[src/sv/scr_pkg.sv]
// Shared widths, codes, types and helper functions for the sphere collision response block.
// Used by every module of the block; it depends on nothing else.
`default_nettype none

package scr_pkg;

   // Field and lane widths.
   localparam int COORD_W = 16;
   localparam int VEC_W   = 48;
   localparam int AXES    = 3;
   localparam int AGENTS  = 2;
   localparam int LANES   = AGENTS * AXES;

   // Internal arithmetic widths.
   localparam int DIFF_W = 18;  // centre difference, signed
   localparam int SQ_W   = 36;  // one squared difference term, signed
   localparam int PRD_W  = 34;  // velocity times difference, signed
   localparam int DOT_W  = 36;  // dot product, signed
   localparam int DSQ_W  = 35;  // squared distance, unsigned
   localparam int RS_W   = 17;  // radius sum, unsigned
   localparam int RSQ_W  = 34;  // squared radius sum, unsigned
   localparam int EPS2_W = 32;  // squared epsilon, unsigned
   localparam int NPR_W  = 54;  // dot times difference, signed
   localparam int MAG_W  = 52;  // magnitude of that product
   localparam int NUM_W  = 54;  // rounding dividend
   localparam int DEN_W  = 36;  // rounding divisor
   localparam int QUO_W  = 17;  // quotient bits, one per divider stage
   localparam int PROJ_W = 18;  // signed projection
   localparam int SAT_W  = 26;  // wide value ahead of 16-bit saturation
   localparam int TSP_W  = 33;  // velocity times step, signed
   localparam int RND_W  = 24;  // rounded step magnitude

   // Pipeline depth from an accepted start to the result strobe.
   localparam int FRONT_STAGES = 5;
   localparam int BACK_STAGES  = 3;
   localparam int LATENCY      = FRONT_STAGES + QUO_W + BACK_STAGES;

   // Register file.
   localparam int CSR_IDX_W = 8;
   localparam logic [CSR_IDX_W-1:0] CSR_TIME_STEP   = 8'd0;
   localparam logic [CSR_IDX_W-1:0] CSR_OVERLAP_EPS = 8'd1;
   localparam logic [COORD_W-1:0]   TIME_STEP_RESET = 16'd256;
   localparam logic [COORD_W-1:0]   OVERLAP_RESET   = 16'd1;

   // Contact status codes.
   localparam logic [1:0] STATUS_NONE    = 2'd0;
   localparam logic [1:0] STATUS_HIT     = 2'd1;
   localparam logic [1:0] STATUS_OVERLAP = 2'd2;

   // Pass-through vectors of one agent pair.
   typedef struct packed {
      logic [VEC_W-1:0] pos_first;
      logic [VEC_W-1:0] pos_second;
      logic [VEC_W-1:0] prev_first;
      logic [VEC_W-1:0] prev_second;
      logic [VEC_W-1:0] vel_first;
      logic [VEC_W-1:0] vel_second;
   } agents_type;

   // Control and pass-through data that travel alongside the arithmetic.
   typedef struct packed {
      logic       valid;
      logic [1:0] status;
      logic       fixed_first;
      logic       fixed_second;
      agents_type agents;
   } carry_type;

   // One signed Q8.8 coordinate out of a packed vector.
   function automatic logic signed [COORD_W-1:0] lane(input logic [VEC_W-1:0] vec,
                                                      input int k);
      return vec[COORD_W*k +: COORD_W];
   endfunction

   // Clamp to the signed 16-bit range.
   function automatic logic signed [COORD_W-1:0] sat16(input logic signed [SAT_W-1:0] v);
      logic signed [COORD_W-1:0] r;
      if (v > 32767) begin
         r = 16'sh7fff;
      end else if (v < -32768) begin
         r = -16'sh8000;
      end else begin
         r = v[COORD_W-1:0];
      end
      return r;
   endfunction

endpackage

`default_nettype wire

[src/sv/scr_div.sv]
// Pipelined restoring divider, one quotient bit per stage, with sign applied at the end.
// Computes the rounded velocity projection of one lane. Uses scr_pkg.
`default_nettype none

module scr_div (
   input  logic                              clock,
   input  logic [scr_pkg::NUM_W-1:0]         num,
   input  logic [scr_pkg::DEN_W-1:0]         den,
   input  logic                              neg,
   output logic signed [scr_pkg::PROJ_W-1:0] proj
);
   import scr_pkg::*;

   // Per-stage registers: partial remainder, unused dividend bits, quotient so far, divisor and sign.
   logic [DEN_W-1:0] rem_ff  [QUO_W];
   logic [QUO_W-1:0] low_ff  [QUO_W];
   logic [QUO_W-1:0] quo_ff  [QUO_W];
   logic [DEN_W-1:0] den_ff  [QUO_W];
   logic             neg_ff  [QUO_W];

   // Stage inputs and trial subtraction.
   logic [DEN_W-1:0] rem_src [QUO_W];
   logic [QUO_W-1:0] low_src [QUO_W];
   logic [QUO_W-1:0] quo_src [QUO_W];
   logic [DEN_W-1:0] den_src [QUO_W];
   logic             neg_src [QUO_W];
   logic [DEN_W:0]   trial   [QUO_W];
   logic [DEN_W:0]   diff    [QUO_W];
   logic             ge      [QUO_W];

   // Each stage shifts in one dividend bit and decides one quotient bit.
   always_comb begin
      for (int s = 0; s < QUO_W; s++) begin
         if (s == 0) begin
            rem_src[s] = num[QUO_W +: DEN_W];
            low_src[s] = num[QUO_W-1:0];
            quo_src[s] = '0;
            den_src[s] = den;
            neg_src[s] = neg;
         end else begin
            rem_src[s] = rem_ff[s-1];
            low_src[s] = low_ff[s-1];
            quo_src[s] = quo_ff[s-1];
            den_src[s] = den_ff[s-1];
            neg_src[s] = neg_ff[s-1];
         end
         trial[s] = {rem_src[s], low_src[s][QUO_W-1]};
         diff[s]  = trial[s] - {1'b0, den_src[s]};
         ge[s]    = trial[s] >= {1'b0, den_src[s]};
      end
   end

   always_ff @(posedge clock) begin
      for (int s = 0; s < QUO_W; s++) begin
         rem_ff[s] <= ge[s] ? diff[s][DEN_W-1:0] : trial[s][DEN_W-1:0];
         low_ff[s] <= {low_src[s][QUO_W-2:0], 1'b0};
         quo_ff[s] <= {quo_src[s][QUO_W-2:0], ge[s]};
         den_ff[s] <= den_src[s];
         neg_ff[s] <= neg_src[s];
      end
   end

   // Signed projection from the final stage.
   assign proj = neg_ff[QUO_W-1] ? -$signed({1'b0, quo_ff[QUO_W-1]})
                                 : $signed({1'b0, quo_ff[QUO_W-1]});

endmodule

`default_nettype wire

[config.mk]
export PLATFORM = sky130hd
export DESIGN_NAME = scr_div
export DESIGN_NICKNAME = d
export VERILOG_FILES = /design/src/sv/scr_pkg.sv /design/src/sv/scr_div.sv
export SDC_FILE = /design/constraint.sdc
export NUM_CORES = 2
export LEC_CHECK = 0
export BUFFER_PORTS_ARGS = -buffer_cell sky130_fd_sc_hd__buf_2
export CAP_MARGIN = 10
export CORE_ASPECT_RATIO = 0.7
export CORE_MARGIN = 4
export CORE_UTILIZATION = 60
export DETAILED_ROUTE_END_ITERATION = 7
export PLACE_DENSITY = 0.83
export SKIP_LAST_GASP = 1
export SYNTH_ARGS = -nofsm -noshare
export SYNTH_HDL_FRONTEND = slang
export SYNTH_SLANG_ARGS = --single-unit
[constraint.sdc]
create_clock -name clock -period 7.5 [get_ports clock]
set_input_delay 0.75 -clock clock [delete_from_list [all_inputs] [get_ports clock]]
set_output_delay 0.75 -clock clock [all_outputs]
set_load 0.05 [all_outputs]
Word level (Yosys, flattened, before mapping) --
Memory sizes are Yosys's and may differ from the RTL's. Cells that the tools add are included.
Storage, ports and cells: bits in writable memories 1802, word-level logic and storage cells 58, register bits after elaboration 0, memories kept 5
Cells by class: magnitude comparators 17, add/sub/neg operators 18, mux-type cells 18
Memory list:
- den_ff | depth 17, width 36, read ports 16, clocked after memory_dff 0, wr ports 17, line scr_div.sv:18 | logic [DEN_W-1:0] den_ff [QUO_W];
- rem_ff | depth 17, width 36, read ports 16, clocked after memory_dff 0, wr ports 17, line scr_div.sv:15 | logic [DEN_W-1:0] rem_ff [QUO_W];
- quo_ff | depth 17, width 17, read ports 17, clocked after memory_dff 0, wr ports 17, line scr_div.sv:17 | logic [QUO_W-1:0] quo_ff [QUO_W];
- low_ff | depth 17, width 16, read ports 16, clocked after memory_dff 0, wr ports 17, line scr_div.sv:16 | logic [QUO_W-1:0] low_ff [QUO_W];
- neg_ff | depth 17, width 1, read ports 17, clocked after memory_dff 0, wr ports 17, line scr_div.sv:19 | logic neg_ff [QUO_W];
Operators with widths (number):
- $ge A37 B36 Y1 | 17
- $mux W36 | 17
- $sub A36 B36 Y36 | 17
- $mux W18 | 1
- $neg A17 Y18 | 1

Longest topological paths before layout --
An unclocked memory read counts as a cell.
depth in word-level cells 3, depth in mapped cells 15

Worst setup path before layout --
Ideal clock, no wire load.
path kind input to register, start input den[11] (netlist bit), end memory rem_ff[0][10], stages 12, setup time 0.121 ns, required time 7.379 ns, arrival time 3.502 ns, slack 3.877 ns, path through inv_1 ha_1 nand3_1 or2_1 or3_4 o211ai_2 a21oi_2 o41ai_4 nand2_2 o211ai_4 buf_12 mux2_4
RTL lines:
- start, declared | line scr_div.sv:8 | input logic [scr_pkg::DEN_W-1:0] den,
- end, declared | line scr_div.sv:15

==> flow_summary.toml <==
[logic_synthesis]
synth_edf_count = 0
synthCells = 7480
synthArstFlopShare = 0
ys_types = 103
seq_area_frac_synth = 0.424
synth_warnings = 0
synth.ff_latch_count = 1458
synth_top_family_by_area = "compound AO/OA/AOI/OAI gates"
netlist_top_cells_area = "dfxtp_1 (42%), ha_1 (11%), a21oi_1 (5.0%), inv_1 (4.3%), xnor2_1 (4.1%)"
netlist.area_leader.share = 0.424
yosys.area_share.simple = 0.113
synth_compound_area_frac = 0.184
synth_nets = 8201
synth_fa_ha_area_frac = 0.116
muxShareOfSynthArea = 0.0441
ys.flop_type = "dfxtp_1"
synth_top_area_cell = "dfxtp_1"
syn-cell-area_um2 = 68900
syn_area_per_cell_um2 = 9.21
synth-xor-area-share = 0.0638

[clock_network]
cts_tree = "done"
hold_buffers = 0
cts_setup_buffers = 0
htreeDepth = 4
clk_latency_ns = 0.77
cts_root_buf = "clkbuf_16"
cts_buffers = 138
path_clk_slew_ns = 0.07
cts.repair.resized = 0
clock_path_buffers = 3
cts_sinks = 1458

[floorplan]
num_rows = 103
fp.coreArea_um2 = 113000
pin_count = 110
die_w_um = 413
die_h_um = 291
fp.dieArea_um2 = 120000
initial_core_util = 0.607

[timing]
post-route-period-util = 0.716
post-route-min-period_ns = 5.37
worst_slew_pin_slew_ns = 1.42
timing.fmax_mhz = 186
skew_ns = 0.0282
slew_headroom = 0.0393
finalSetupViolCount = 0
rsz0062_at_grt = "false"
drv_slew = 0
setup_tns_ns = 0
hold_violations = 0

[layout]
fin_cells = 9216
final_cell_mix = "dfxtp_1 (1,458), inv_1 (785), a21oi_1 (691)"
layout-drive-gt1-share = 0.0906
area_growth_pct = 9.61
fin_area_um2 = 75500
layout.nets = 8302
nFillCells = 9082
mostFrequentLayoutCell = "dfxtp_1"

[drt]
postRouteAntennaNets = 0
wl_um = 196000
drt_iter0_drc = 6708
drt-pass1-iter-count = 6
drc_errors = 0
vias = 54800
wl_per_cell_um = 21.3
viasPerCell = 5.95

[power_and_ir_drop]
power_density_nw_per_um2 = 516
p_leak_nw = 35.4
peakVddDrop_mv = 0.388

[worst_setup_path]
critPathLaunchType = "register"
reg2reg_to = "rem_ff[0][472]"
reg2reg_from = "den_ff[0][433]"
r2r_cells = 12
critPathKind = "reg2reg"
required_ns = 8.15
crit_arrival_ns = 6.02
crit_path_end_kind = "register"
cp_max_fo = 48
r2r_setup_slack_ns = 2.13

[status]
status = "finished, final reports clean"

[global_route]
grt_pass1_vias = 50000
grt_max_degree = 70
grt.total_usage = 0.317
grt-ovfl-total = 0
grt_pass1_wl_um = 296000
antenna_found_initial = 13

[hold_path]
hold_path_end = "low_ff[0][14]"
hp-start = "num[14]"
hp-class = "in2reg"
min_delay_path_depth = 1

[placement]
dp_cells = 8960
place_area_um2 = 70800
hpwl_um = 155000
port_buffers = 108
gp_congestion = 1.02

[run]
max_cap_violations = 0
how the worst max path moves through the flow:
stage / from / endpoint / slack, ns / cells after the start
global route: den_ff[0][433] / rem_ff[0][472] / 1.92 / 12
floorplan: den[11] / rem_ff[0][10] / 3.88 / 12
finish: den_ff[0][433] / rem_ff[0][472] / 2.13 / 12
detailed placement: den_ff[0][433] / rem_ff[0][472] / 2.47 / 12
global placement: den_ff[0][433] / rem_ff[0][472] / 2.56 / 12
CTS: den_ff[0][433] / rem_ff[0][472] / 2.41 / 12
layer usage:
layer  global-route usage  vias up  part of all wire
met5              0.00561        -           0.00055
met1                0.515    26000              0.51
met3                0.170      177              0.16
met4               0.0509        4             0.011
met2                0.348     2439              0.32
li1                     -    26200                 -
report_power, final:
group | switching (W) | internal [W]
sequential | 0.00141 | 0.0101
combinational | 0.0119 | 0.00831
clock | 0.00305 | 0.00414
total | 0.0164 | 0.0226
registers in the layout (all words and copies together) (netlist names):
register,cells
rem_ff,576
low_ff,136
neg_ff,17
quo_ff,153
den_ff,576
critical path: stages (launching register included):
cell      delay, ns
dfxtp_1        0.39
inv_1          0.06
ha_1           0.48
nor2b_1        0.24
o31ai_1        0.38
a21boi_1       0.23
nor4b_1        0.66
nor2_1         0.24
a31oi_1        0.59
o221a_2        0.43
o31a_2         0.76
buf_4          0.38
mux2_2         0.36
cell usage after synthesis, types with 97 or more instances:
master and count:
mux2_2 217, a21oi_1 691, o21ai_0 426, nor2b_1 97, nor2_1 470, xor2_1 183, clkbuf_1 132, inv_1 785
nand4_1 99, xnor2_1 319, a21o_1 316, dfxtp_1 1458, nand2_1 450, ha_1 613, nand3_1 142
cell families (layout without fill, tap and decap cells):
kind of cell | after synthesis | count (layout)
buf+inv | 972 | 1178
other cells | 0 | 8
xor+xnor | 502 | 502
mux | 263 | 263
compound gates | 2019 | 2019
fa+ha+maj | 629 | 629
simple gates | 1637 | 1637
flops | 1458 | 1458
metrics by stage:
step                hold slack [ns]  power [W]  worst slack, ns   util
global placement              0.309     0.0305             2.56  0.625
finish                       0.0795     0.0390             2.13  0.666
detailed placement            0.312     0.0309             2.47  0.625
floorplan                     0.310     0.0259             3.88      -
CTS                          0.0208     0.0383             2.41  0.665
global route                 0.0490     0.0414             1.92  0.666
cell type report:
class,instances,area [um^2],share of cell area
Antenna cell,8,20.0,0.000265
Multi-Input combinational cell,5050,36000,0.477
Tap cell,1522,1900,0.0252
Sequential cell,1458,29200,0.387
Timing Repair Buffer,146,817,0.0108
Clock buffer,196,4030,0.0534
Clock inverter,49,604,0.00800
Inverter,787,2950,0.0391
No activity file was read; power rests on OpenSTA's default activity.
